[config.mk]
export PLATFORM = sky130hd
export DESIGN_NAME = rss_serial_mul
export DESIGN_NICKNAME = d
export VERILOG_FILES = /design/src/design/rss_serial_mul.sv
export SDC_FILE = /design/constraint.sdc
export NUM_CORES = 1
export LEC_CHECK = 0
export ABC_CLOCK_PERIOD_IN_PS = 11700
export BUFFER_PORTS_ARGS = -buffer_cell sky130_fd_sc_hd__buf_2
export CORE_MARGIN = 1
export CORE_UTILIZATION = 61
export CTS_BUF_LIST = sky130_fd_sc_hd__clkbuf_8 sky130_fd_sc_hd__clkbuf_16
export DETAILED_ROUTE_END_ITERATION = 12
export GPL_TIMING_DRIVEN = 0
export PLACE_DENSITY = 0.84
export REMOVE_ABC_BUFFERS = 1
export SLEW_MARGIN = 20
export SYNTH_ARGS = -nofsm -noshare
export SYNTH_HDL_FRONTEND = slang
export SYNTH_SLANG_ARGS = --single-unit
export TNS_END_PERCENT = 1
[constraint.sdc]
create_clock -name clk -period 11.7 [get_ports clk]
set_input_delay 1.17 -clock clk [delete_from_list [all_inputs] [get_ports clk]]
set_output_delay 1.17 -clock clk [all_outputs]
set_load 0.05 [all_outputs]
[src/design/rss_serial_mul.sv]
// shift-and-add multiplier, one multiplier bit per cycle
module rss_serial_mul #(
	parameter int W = 128,
	parameter int BW = 32
) (
	input logic clk,
	input logic arst_n,
	input logic start,
	input logic [W-1:0] a,
	input logic [BW-1:0] b,
	output logic busy,
	output logic [W-1:0] product
);
	logic [W-1:0] a_q;
	logic [BW-1:0] b_q;
	logic [W-1:0] acc_q;
	logic [$clog2(BW+1)-1:0] cnt_q;

	always_ff @(posedge clk or negedge arst_n) begin
		if (!arst_n) begin
			cnt_q <= '0;
		end else if (start) begin
			cnt_q <= ($clog2(BW+1))'(BW);
		end else if (cnt_q != '0) begin
			cnt_q <= cnt_q - 1'b1;
		end
	end

	// add the shifted multiplicand when the low multiplier bit is set
	always_ff @(posedge clk) begin
		if (start) begin
			a_q <= a;
			b_q <= b;
			acc_q <= '0;
		end else if (cnt_q != '0) begin
			if (b_q[0]) begin
				acc_q <= acc_q + a_q;
			end
			a_q <= {a_q[W-2:0], 1'b0};
			b_q <= {1'b0, b_q[BW-1:1]};
		end
	end

	assign busy = (cnt_q != '0);
	assign product = acc_q;
endmodule

# --- Word-level counts from Yosys, hierarchy flattened ---
# Cells that the tools add are included.
totals:
  register_bits: 294
  word_cells: 15
op_classes:
  add_sub_neg: 2
  n_mux: 6
  reduce_logical: 3
op_table:
  columns: ["op", "n"]
  rows:
  - ["$mux 128", 2]
  - ["$add 128x128->128", 1]
  - ["$mux 32", 2]
  - ["$mux 6", 2]
  - ["$reduce_bool 6->1", 1]
  - ["$sub 6x1->6 const B", 1]
  - ["$reduce_and 2->1", 1]
  - ["$reduce_bool 2->1", 1]

# --- Longest topological paths before layout ---
depth:
  word_depth: 3
  ltp_mapped: 13
  depth_no_buf: 13

# --- Least setup slack after synthesis ---
# No wires, ideal clock.
synth_path:
  path_type: "input-to-reg"
  start: "input port start"
  end: "register a_q[0], enable pin"
  t_arrival_ns: 5.584
  required_time_ns: 11.152
  slack_ns: 5.568
  stages: 3
  cell_sequence: "clkbuf_1 > clkbuf_1 > nand2b_1"
synth_via:
  elab_chain_cells: 1
synth_rtl:
  columns: ["element", "line", "rtl"]
  rows:
  - ["start: declaration", "8", "input logic start,"]
  - ["$reduce_bool 2->1 (no line)", null, null]
  - ["end signal: assignment", "39", "a_q <= {a_q[W-2:0], 1'b0};"]
  - ["end: declaration", "14", "logic [W-1:0] a_q;"]
# No other way between the ends.
# A chain may end at the register's enable or synchronous reset.

# --- Final worst setup path ---
layout_path:
  start: "register a_q[61]"
  end: "register acc_q[112] (netlist: product[112])"
layout_via:
  elab_chain_cells: 1
layout_rtl:
  columns: ["element", "line", "rtl"]
  rows:
  - ["$add 128x128->128", "37", "acc_q <= acc_q + a_q;"]
  - ["end signal: assignment", "37", null]
  - ["end: declaration", "16", "logic [W-1:0] acc_q;"]
# No other way between the ends.

==> impl_metrics.csv <==
group,metric,value,unit
timing,maxSlewViolCount,0,
pwr,leakage,9.76,nW
layout,fin_cells,2871,
cts,cts_buffer_depth,3,
pwr,power.net_switching,3.50,mW
pwr,switching_share,50.1,%
run,drv_cap,0,
worst_setup_path,crit_slowest_cell,"a2111oi_0",
timing,min_period_over_period,36.6,%
timing,maxSlewHeadroom,39.4,%
route,routed_wl,56.7,mm
route,vias_per_cell,6.17,
placed_design,place_area,21600,um2
placed_design,dp_hpwl,43.0,mm
route,drt_iter0_drc,1491,
logic_synthesis,yosysWarnings,0,
worst_setup_path,slowest_delay,690,ps
cts,hold_buffers,0,
floorplanning,die_w,183,um
cts,insertion_delay,550,ps
status,outcome,"complete, no violations",
timing,fin_setup_tns,0,ps
logic_synthesis,synthCells,2190,
timing,hold_slack,454,ps
global_route,grt_max_degree,94,
worst_setup_path,cp_num_buf_inv,0,
global_route,grt_pass1_vias,17300,
pwr,cellInternalPower,3.49,mW
logic_synthesis,ys_ff_latch,294,
layout,final_area,22700,um2
logic_synthesis,synthesis.area,19900,um2
route,firstDrtPassIters,6,
worst_setup_path,cp_cell_sequence,"ha_1, a21oi_1, o21ai_1, a2111oi_0, o2bb2ai_1, a221oi_1, nor3b_1, o21ai_1, a31o_2, a31oi_1, xor2_1, o21ai_0",
route,dr_total_vias,17700,
placed_design,gp_congestion,0.948,
timing,finalCriticalPeriod,4280,ps
logic_synthesis,synth_cell_types,98,
worst_setup_path,endpoint_kind,"register",
timing,setup_ws,7420,ps
floorplanning,start_util,62.6,%
floorplanning,die_h,183,um
global_route,antenna_found_initial,8,
worst_setup_path,path_class,"register to register",
cts,cts_tree,"built",
pwr,clock_power_share,15.1,%
timing,finClkSkew,22.9,ps
pwr,seq_power_share,24.7,%
timing,rsz0062_at_grt,"no",
route,avgRoutedWirePerCell,19.7,um
pwr,p_comb_share,60.1,%
worst_setup_path,critical_path_arrival,4680,ps
worst_setup_path,worstSetupStartpointType,"register",
layout,final_nets,2698,
cts,post-cts-setup-buffers,0,
hold_path,hold_path.class,"primary input to asynchronous set/reset pin",
logic_synthesis,yosysSeqAreaShare,37.7,%
cts,cts_sinks,294,
logic_synthesis,yosysTopAreaCellShare,24.1,%
floorplanning,rows,65,
global_route,grt_pass1_wl,89.9,mm
cts,cts-root-buf,"clkbuf_16",
logic_synthesis,synth_area_per_cell,9.09,um2
timing,worst_slew_pin_slew,901,ps
placed_design,dp_cells,2804,
logic_synthesis,ys.flop_type,"edfxtp_1",
floorplanning,ios,292,
logic_synthesis,yosysTopAreaCell,"edfxtp_1",
worst_setup_path,cp.required,12100,ps
placed_design,io_buffer_count,291,
logic_synthesis,synth-edff-count,160,
cts,cts-resized-gates,0,
worst_setup_path,critPathMaxFanout,6,
placed_design,place_ws,7580,ps
floorplanning,core,31800,um2
cts,path_clk_slew,60,ps
timing,setup_viol,0,
floorplanning,dieArea,33400,um2
layout,drive_gt1_share,23.0,%
layout,area_delta_synth_final,14.0,%
cts,cts-buffers-inserted,35,
global_route,gr-usage-all-layers,33.7,%
worst_setup_path,crit_family,"compound AO/OA/AOI/OAI gates",
worst_setup_path,cpMostUsedCell,"o21ai_1",
pwr,power_density,308,nW/um2
pwr,ir_drop,0.220,mV
timing,max_freq,234,MHz
route,detail-route-antenna-nets,0,
cts,cts_max_level,2,
route,drcViolationCount,0,
timing,hold_viol_final,0,
logic_synthesis,synth_area_leaders,"edfxtp_1 24%, dfxtp_1 13%, mux2_2 8.9%, ha_1 8.0%, a21oi_1 6.6%",
logic_synthesis,synthArstFlopShare,2.04,%
global_route,grt_overflow,0,
-- cell type report --
cell class / count / area (um2)
Antenna cell: 5 / 12.5
Tap cell: 435 / 544
Timing Repair Buffer: 302 / 1720
Inverter: 52 / 195
Clock inverter: 23 / 170
Sequential cell: 294 / 7520
Fill cell: 2470 / 9100
Clock buffer: 39 / 942
Multi-Input combinational cell: 1721 / 11600
-- layer usage --
layer  track usage, %  vias to the layer above  wire length, um
met4             13.9                        4             2080
met5                0                        -               23
met2             55.1                      714            26200
met1             43.8                     8326            24100
li1                 -                     8506                -
met3             6.49                      152             4310
-- kinds of logic after synthesis --
logic type               Yosys count  share of synthesized area, %
AO/OA/AOI/OAI                    671                          20.8
XOR/XNOR                         109                          4.79
adder cells (fa/ha/maj)          129                          8.14
buffers and inverters            175                          4.23
flip-flops                       294                          37.7
multiplexers                     158                          8.93
AND/OR/NAND/NOR                  654                          15.3
-- synthesized netlist by cell type, types with 13 or more instances --
cell type / n
dfxtp_1: 128
inv_1: 52
nor2b_1: 13
nand4_1: 60
buf_2: 15
a21oi_1: 263
o21bai_1: 39
nor2_1: 128
nand3_1: 32
xnor2_1: 68
nor3_1: 32
a21o_1: 64
o21a_1: 17
o21ai_0: 145
a211oi_1: 17
mux2_2: 158
ha_1: 128
edfxtp_1: 160
or3_1: 13
xor2_1: 41
clkbuf_1: 83
nand2_1: 303
nand2b_1: 13
-- sequential cells by signal (all words and copies together), names as in the netlist --
| name | flops |
|---|---|
| product | 128 |
| cnt_q | 6 |
| b_q | 32 |
| a_q | 128 |
-- worst reg2reg max path, stage by stage, from the launching register on --
cell and delay [ps]:
edfxtp_1 400, ha_1 380, a21oi_1 250, o21ai_1 130, a2111oi_0 700, o2bb2ai_1 170, a221oi_1 510, nor3b_1 520
o21ai_1 250, a31o_2 360, a31oi_1 240, xor2_1 170, o21ai_0 80
-- stage by stage --
step | power [mW] | util, %
floorplan | 4.82 | -
global placement | 5.78 | 66.9
detailed placement | 5.86 | 67.8
CTS | 6.95 | 71.3
global route | 7.44 | 71.4
finish | 7.00 | 71.4
-- cells in the final DEF, fill, tap and decap left out, types with 8 or more instances in the layout --
cell type and count:
o31ai_1 11, o211ai_1 9, o21ai_0 145, nor3_1 32
or3_1 13, buf_2 290, nor2_1 126, mux2_2 158
a211oi_1 17, nand2b_1 11, nand4_1 60, inv_1 61
a21oi_1 263, edfxtp_1 160, and2_1 9, a21o_1 64
or2_2 8, xnor2_1 68, o21bai_1 39, nor2b_1 12
clkbuf_16 36, ha_1 128, xor2_1 41, dfxtp_1 128
nand2_1 302, o21a_1 17, nand3_1 32, a21boi_0 11
a31oi_1 11
-- power by group through the flow --
stage | sequential (mW) | combinational, mW | clock, mW
2_1_floorplan | 2.35 | 2.46 | 0
3_3_place_gp | 1.74 | 4.04 | 0
3_5_place_dp | 1.74 | 4.11 | 0
6_report | 1.73 | 4.21 | 1.06
5_1_grt | 1.77 | 4.56 | 1.11
4_1_cts | 1.73 | 4.15 | 1.07
-- final timing paths --
check                      startpoint      endpoint  slack, ps  depth (start not counted)
max in group asynchronous      arst_n      cnt_q[2]      11100                          1
setup / recovery              a_q[61]  product[112]       7420                         12
setup reg to reg              a_q[61]  product[112]       7420                         12
hold / removal                 arst_n      cnt_q[1]        450                          1
min in group clk           product[4]    product[4]        470                          2
hold reg to reg            product[4]    product[4]        470                          2
Power figures use the tool's default switching activity.
