### src/design/rss_pkg.sv
// shared constants, types and helpers for the running sample statistics block
package rss_pkg;
	localparam int SampleBitsDef = 16;
	localparam int CountBitsDef = 24;
	localparam int FracBitsDef = 8;
	localparam int CfgBits = 24;
	localparam int RsdBits = 24;
	localparam logic [CfgBits-1:0] MinMeanReset = 24'd256;
	localparam logic [6:0] PercentScale = 7'd100;

	// input action codes
	localparam logic ActSample = 1'b0;
	localparam logic ActClear = 1'b1;

	// operation codes of the shared divide and root unit
	typedef enum logic [0:0] {
		OP_DIV = 1'b0,
		OP_SQRT = 1'b1
	} op_t;

	// start bundle into the serial unit
	typedef struct packed {
		logic start;
		op_t op;
	} unit_ctl_t;
endpackage

### src/design/rss_serial_unit.sv
// bit-serial restoring divider and square root sharing one accumulator
module rss_serial_unit
	import rss_pkg::*;
#(
	parameter int W = 128
) (
	input logic clk,
	input logic arst_n,
	input unit_ctl_t ctl,
	input logic [W-1:0] num,
	input logic [W-1:0] den,
	input logic [$clog2(W+1)-1:0] steps,
	output logic busy,
	output logic [W-1:0] result
);
	localparam int CW = $clog2(W+1);

	logic [W-1:0] num_q;
	logic [W-1:0] den_q;
	logic [W-1:0] rem_q;
	logic [W-1:0] res_q;
	logic [CW-1:0] cnt_q;
	op_t op_q;
	logic [W+1:0] rem_sh;
	logic [W+1:0] trial;
	logic take;

	// one quotient or root bit per step
	always_comb begin
		if (op_q == OP_SQRT) begin
			rem_sh = {rem_q, num_q[W-1:W-2]};
			trial = {res_q, 2'b01};
		end else begin
			rem_sh = {1'b0, rem_q, num_q[W-1]};
			trial = {2'b00, den_q};
		end
		take = rem_sh >= trial;
	end

	always_ff @(posedge clk or negedge arst_n) begin
		if (!arst_n) begin
			cnt_q <= '0;
		end else if (ctl.start) begin
			cnt_q <= steps;
		end else if (cnt_q != '0) begin
			cnt_q <= cnt_q - 1'b1;
		end
	end

	// datapath registers
	always_ff @(posedge clk) begin
		if (ctl.start) begin
			op_q <= ctl.op;
			num_q <= num;
			den_q <= den;
			rem_q <= '0;
			res_q <= '0;
		end else if (cnt_q != '0) begin
			num_q <= (op_q == OP_SQRT) ? {num_q[W-3:0], 2'b00} : {num_q[W-2:0], 1'b0};
			rem_q <= take ? W'(rem_sh - trial) : W'(rem_sh);
			res_q <= {res_q[W-2:0], take};
		end
	end

	assign busy = (cnt_q != '0);
	assign result = res_q;
endmodule

### config.mk
export PLATFORM = sky130hd
export DESIGN_NAME = rss_serial_unit
export DESIGN_NICKNAME = d
export VERILOG_FILES = /design/src/design/rss_pkg.sv /design/src/design/rss_serial_unit.sv
export SDC_FILE = /design/constraint.sdc
export NUM_CORES = 1
export LEC_CHECK = 0
export ABC_AREA = 0
export BUFFER_PORTS_ARGS = -buffer_cell sky130_fd_sc_hd__buf_2
export CAP_MARGIN = 20
export CORE_MARGIN = 4
export CORE_UTILIZATION = 50
export DETAILED_ROUTE_END_ITERATION = 8
export GPL_TIMING_DRIVEN = 0
export PLACE_DENSITY = 0.77
export SYNTH_ARGS = -nofsm -noshare
export SYNTH_HDL_FRONTEND = slang
export SYNTH_SLANG_ARGS = --single-unit
### constraint.sdc
create_clock -name clk -period 6.15 [get_ports clk]
set_clock_uncertainty 0.15 [all_clocks]
set_input_delay 1.23 -clock clk [delete_from_list [all_inputs] [get_ports clk]]
set_output_delay 1.23 -clock clk [all_outputs]
set_load 0.01 [all_outputs]
# == Word level (Yosys, flattened, before mapping) ==
# Cells that the tools add are included.
# classes
add_sub_neg,2
n_mul,0
div_mod_pow,0
order_cmp,1
eq_ne,0
shifts,0
n_mux,8
n_bitwise,0
reduce_logical,2
# op_table
operator,count
two-way mux 128 bit,4
two-way mux 130 bit,2
>= comparator 130 bit,1
subtractor 128 bit,1
two-way mux 8 bit,2
nonzero test 8 bit,1
"subtractor 8 x 1 -> 8 bit, second input constant",1
nonzero test 2 bit,1
# totals
register_bits,521
latchBits,0
ramBits,0
mem_bits_ro,0
in_bits,268
mem_count,0

# == Depth between registers and ports, before layout ==
# logic_depth
word_depth,3
ltp_mapped,22
depth_no_buf,15

# == Worst setup path after synthesis ==
# OpenSTA, ideal clock, no wires.
# synth_timing
path_type,register to register
start,reg op_q
end,reg rem_q[113]
setup_time_ns,0.115
arrival_time_ns,5.170
path_slack_ns,0.716
path_stages_with_launch,20
period_less_slack_ns,5.434
path_cell_list,edfxtp_1 -> clkbuf_1 -> clkbuf_1 -> clkbuf_1 -> clkbuf_1 -> buf_1 -> mux2i_1 -> ha_1 -> buf_2 -> a21oi_1 -> o21ai_1 -> a221o_1 -> nor2b_1 -> or3_1 -> nor4_1 -> a21oi_2 -> o31ai_2 -> o21ai_0 -> xnor2_1 -> a2111oi_0
# synth_via
elab_chain_len,3
word_cells_on_any_way,5
classes_between,add/sub: 1; order compare: 1; mux: 3
# synth_lines
item,line,text
start: declaration,rss_serial_unit.sv:23,op_t op_q;
start signal: assignment,rss_serial_unit.sv:53,op_q <= ctl.op;
two-way mux 130 bit,rss_serial_unit.sv:30,if (op_q == OP_SQRT) begin
subtractor 128 bit or >= comparator 130 bit (tied branches),"rss_serial_unit.sv:60, rss_serial_unit.sv:37",
two-way mux 128 bit *,rss_serial_unit.sv:60,rem_q <= take ? W'(rem_sh - trial) : W'(rem_sh);
end signal: assignment,rss_serial_unit.sv:60,
end: declaration,rss_serial_unit.sv:20,logic [W-1:0] rem_q;
# Mark *: on every way between the ends. The rest lies on a longest branch, timed or not.
# A chain may end at the register's enable or synchronous reset.

# == Worst setup path in the final report ==
# layout_timing
start,reg op_q
end,reg rem_q[100]
# The elaborated chain is that of the path after synthesis.

==> out/metrics.yaml <==
post-route-min-period_ns: 6.142
worstSkewPairLatency_ns: 0.63
holdWs_ns: 0.2817
fin_setup_tns_ns: 0
finalHoldViolCount: 0
drt_wl_total_um: 110200
crit_fanout: 10
coreArea_um2: 63430
dieArea_um2: 68480
ys.flop_type: "edfxtp_1"
dpl.hpwl_um: 84400
worstPathArrival_ns: 6.57
drive_above_1_share_pct: 17.72
synth_area_leaders: "edfxtp_1 24%, dfxtp_1 16%, nand2_1 8.2%, mux2i_1 8.1%, a21oi_1 5.6%"
synth-seq-cells: 521
ir_drop_mv: 0.3138
max_cap_violations: 0
drc: 0
grt_pass1_vias: 28143
drt_iter0_drc: 3067
die_w_um: 261.7
rsz0062_at_grt: "yes"
synthCells: 3661
fmax_mhz: 162.8
layout.nets: 4520
drv_slew: 0
grt_use_total_pct: 30.53
grt_max_degree: 75
end_kind: "flop"
grt_pass1_wl_um: 163400
setup_ws_ns: 0.008473
slew_headroom_pct: 22.10
syn-cell-area_um2: 32180
gr-total-overflow: 0
fin_cells: 5021
rows: 92
worstSetupPathType: "flop to flop"
clkSinkCount: 521
netlist.area_leader.share_pct: 23.98
cp_data_required_time_ns: 6.58
tritoncts: "done"
pre_cts_ws_ns: -2.814
antenna_found_initial: 7
worst_slew_pin_slew_ns: 1.168
gp_congestion: 1.024
p_per_area_nw_per_um2: 540.8
cp-start-kind: "flop"
wl_per_cell_um: 21.94
power.leakage_nw: 15.91
yosys.area.top_type: "edfxtp_1"
drtAntennaViolNets: 0
ys_top_cells_by_count: "701 x nand2_1, 362 x a21oi_1, 287 x o21ai_0, 261 x mux2i_1, 257 x edfxtp_1"
synthesis.nets: 4061
initial_utilization_pct: 50.74
vias: 30237
finalSetupViolations: 0
io_pins: 397
numCtsBuffers: 58
synth_warnings: 0
fp.dieH_um: 261.7
cts.clk_slew.worst_paths_ns: 0.06
period_share_pct: 99.86
synth-edff-count: 257
port_buffers: 396
holdCritPathClass: "input pin to asynchronous set/reset pin"
seq_area_frac_synth_pct: 40.53
avgSynthCellArea_um2: 8.790
htreeDepth: 2
dp_cells: 4907
area_growth_pct: 16.28
cts_buffer_depth: 3
yosysUniqueCellTypes: 78
first_pass_iters: 6
synth.most_common_cell: "nand2_1"
async_flop_share_pct: 1.536
status: "completed"
ctsRootBufferMaster: "clkbuf_16"
viasPerCell: 6.022
==> critical path, cell delays in order, from the launching register on <==
cell and delay [ns]:
edfxtp_1 0.47, clkbuf_4 0.35, buf_4 0.31, clkbuf_8 0.28, clkbuf_4 0.28, mux2i_1 0.37, ha_1 0.17, clkbuf_1 0.27
nand4_1 0.27, nor4_2 0.43, o211ai_1 0.15, o211ai_1 0.24, a21oi_1 0.30, a21oi_2 0.47, a21oi_1 0.19, o21ai_1 0.38
a21oi_1 0.26, mux2i_1 0.17, o41ai_1 0.37, a22o_1 0.17
==> registers in the layout, summed over array words and instances (netlist names) <==
| register | cells |
|---|---|
| rem_q | 128 |
| num_q | 128 |
| result | 128 |
| op_q | 1 |
| den_q | 128 |
| cnt_q | 8 |
==> per-stage QoR <==
stage | power, mW | instance area (µm²) | util [%]
2_1_floorplan | 12.83 | 32180 | -
3_3_place_gp | 16.06 | 35220 | 55.53
3_5_place_dp | 16.11 | 35320 | 55.68
4_1_cts | 19.79 | 37360 | 58.91
5_1_grt | 21.36 | 37410 | 58.99
6_report | 20.24 | 37420 | 59.00
==> kinds of logic (layout without fill, tap and decap cells) <==
group	Yosys count	in the layout	synth area share [%]
AOI/OAI and AO/OA	1006	1006	19.12
and+or+nand+nor	1191	1191	15.73
buffers and inverters	315	824	3.962
xor gates and xnor gates	108	108	2.939
other	0	5	0
adders and majority gates	132	132	5.156
DFF	521	521	40.53
muxes	388	388	12.56
==> final timing paths <==
path	start	endpoint	slack, ns	cells after the start
min in group clk	rem_q[0]$_SDFFE_PP0P_	rem_q[0]$_SDFFE_PP0P_	0.32	2
worst min register to register	rem_q[0]$_SDFFE_PP0P_	rem_q[0]$_SDFFE_PP0P_	0.32	2
worst min-delay path	arst_n	cnt_q[2]$_DFFE_PN0P_	0.28	1
worst max register to register	op_q$_DFFE_PP_	rem_q[100]$_SDFFE_PP0P_	0.008	19
worst max-delay path	op_q$_DFFE_PP_	rem_q[100]$_SDFFE_PP0P_	0.008	19
max in group asynchronous	arst_n	cnt_q[0]$_DFFE_PN0P_	5.39	1
==> final cells by class <==
| cell class | instances | area, µm² |
|---|---|---|
| fill | 5642 | 26000 |
| multi-input combinational | 2825 | 17960 |
| sequential | 521 | 13040 |
| timing repair buffer | 402 | 2088 |
| clock buffer | 76 | 1600 |
| buffer | 261 | 1159 |
| tap | 846 | 1059 |
| clock inverter | 34 | 307.8 |
| inverter | 51 | 193.9 |
| antenna | 5 | 12.51 |
==> routing by layer <==
layer	GRT usage, %	routed length [µm]	up-vias
met5	0	34	-
met3	5.907	11170	264
met1	41.47	45370	14169
met2	49.24	49140	1547
li1	-	-	14251
met4	10.20	4452	6
==> layout by cell type, fill, tap and decap left out, drive strengths merged, types with 48 or more instances in the layout <==
master | netlist | routed
mux2i | 261 | 261
edfxtp | 257 | 257
a311oi | 80 | 80
a21oi | 364 | 364
dfxtp | 256 | 256
clkbuf | 190 | 270
nand2 | 701 | 701
xor2 | 48 | 48
nand4 | 74 | 74
buf | 74 | 469
nor2 | 232 | 232
o21ai | 292 | 292
inv | 51 | 57
ha | 131 | 131
xnor2 | 60 | 60
mux2 | 127 | 127
==> power breakdown <==
part / switching (mW) / internal (mW) / total (mW)
Clock: 1.48 / 2.01 / 3.49
Combinational: 7.77 / 4.29 / 12.1
Sequential: 0.408 / 4.28 / 4.69
==> timing repair <==
action,CTS,global route
setup endpoints to repair,129,128
hold buffers,0,0
hold endpoints to repair,0,0
gates resized for setup,59,28
pin swaps,0,0
buffers inserted,2,0
Note: power is estimated with default switching activity, not from simulation.
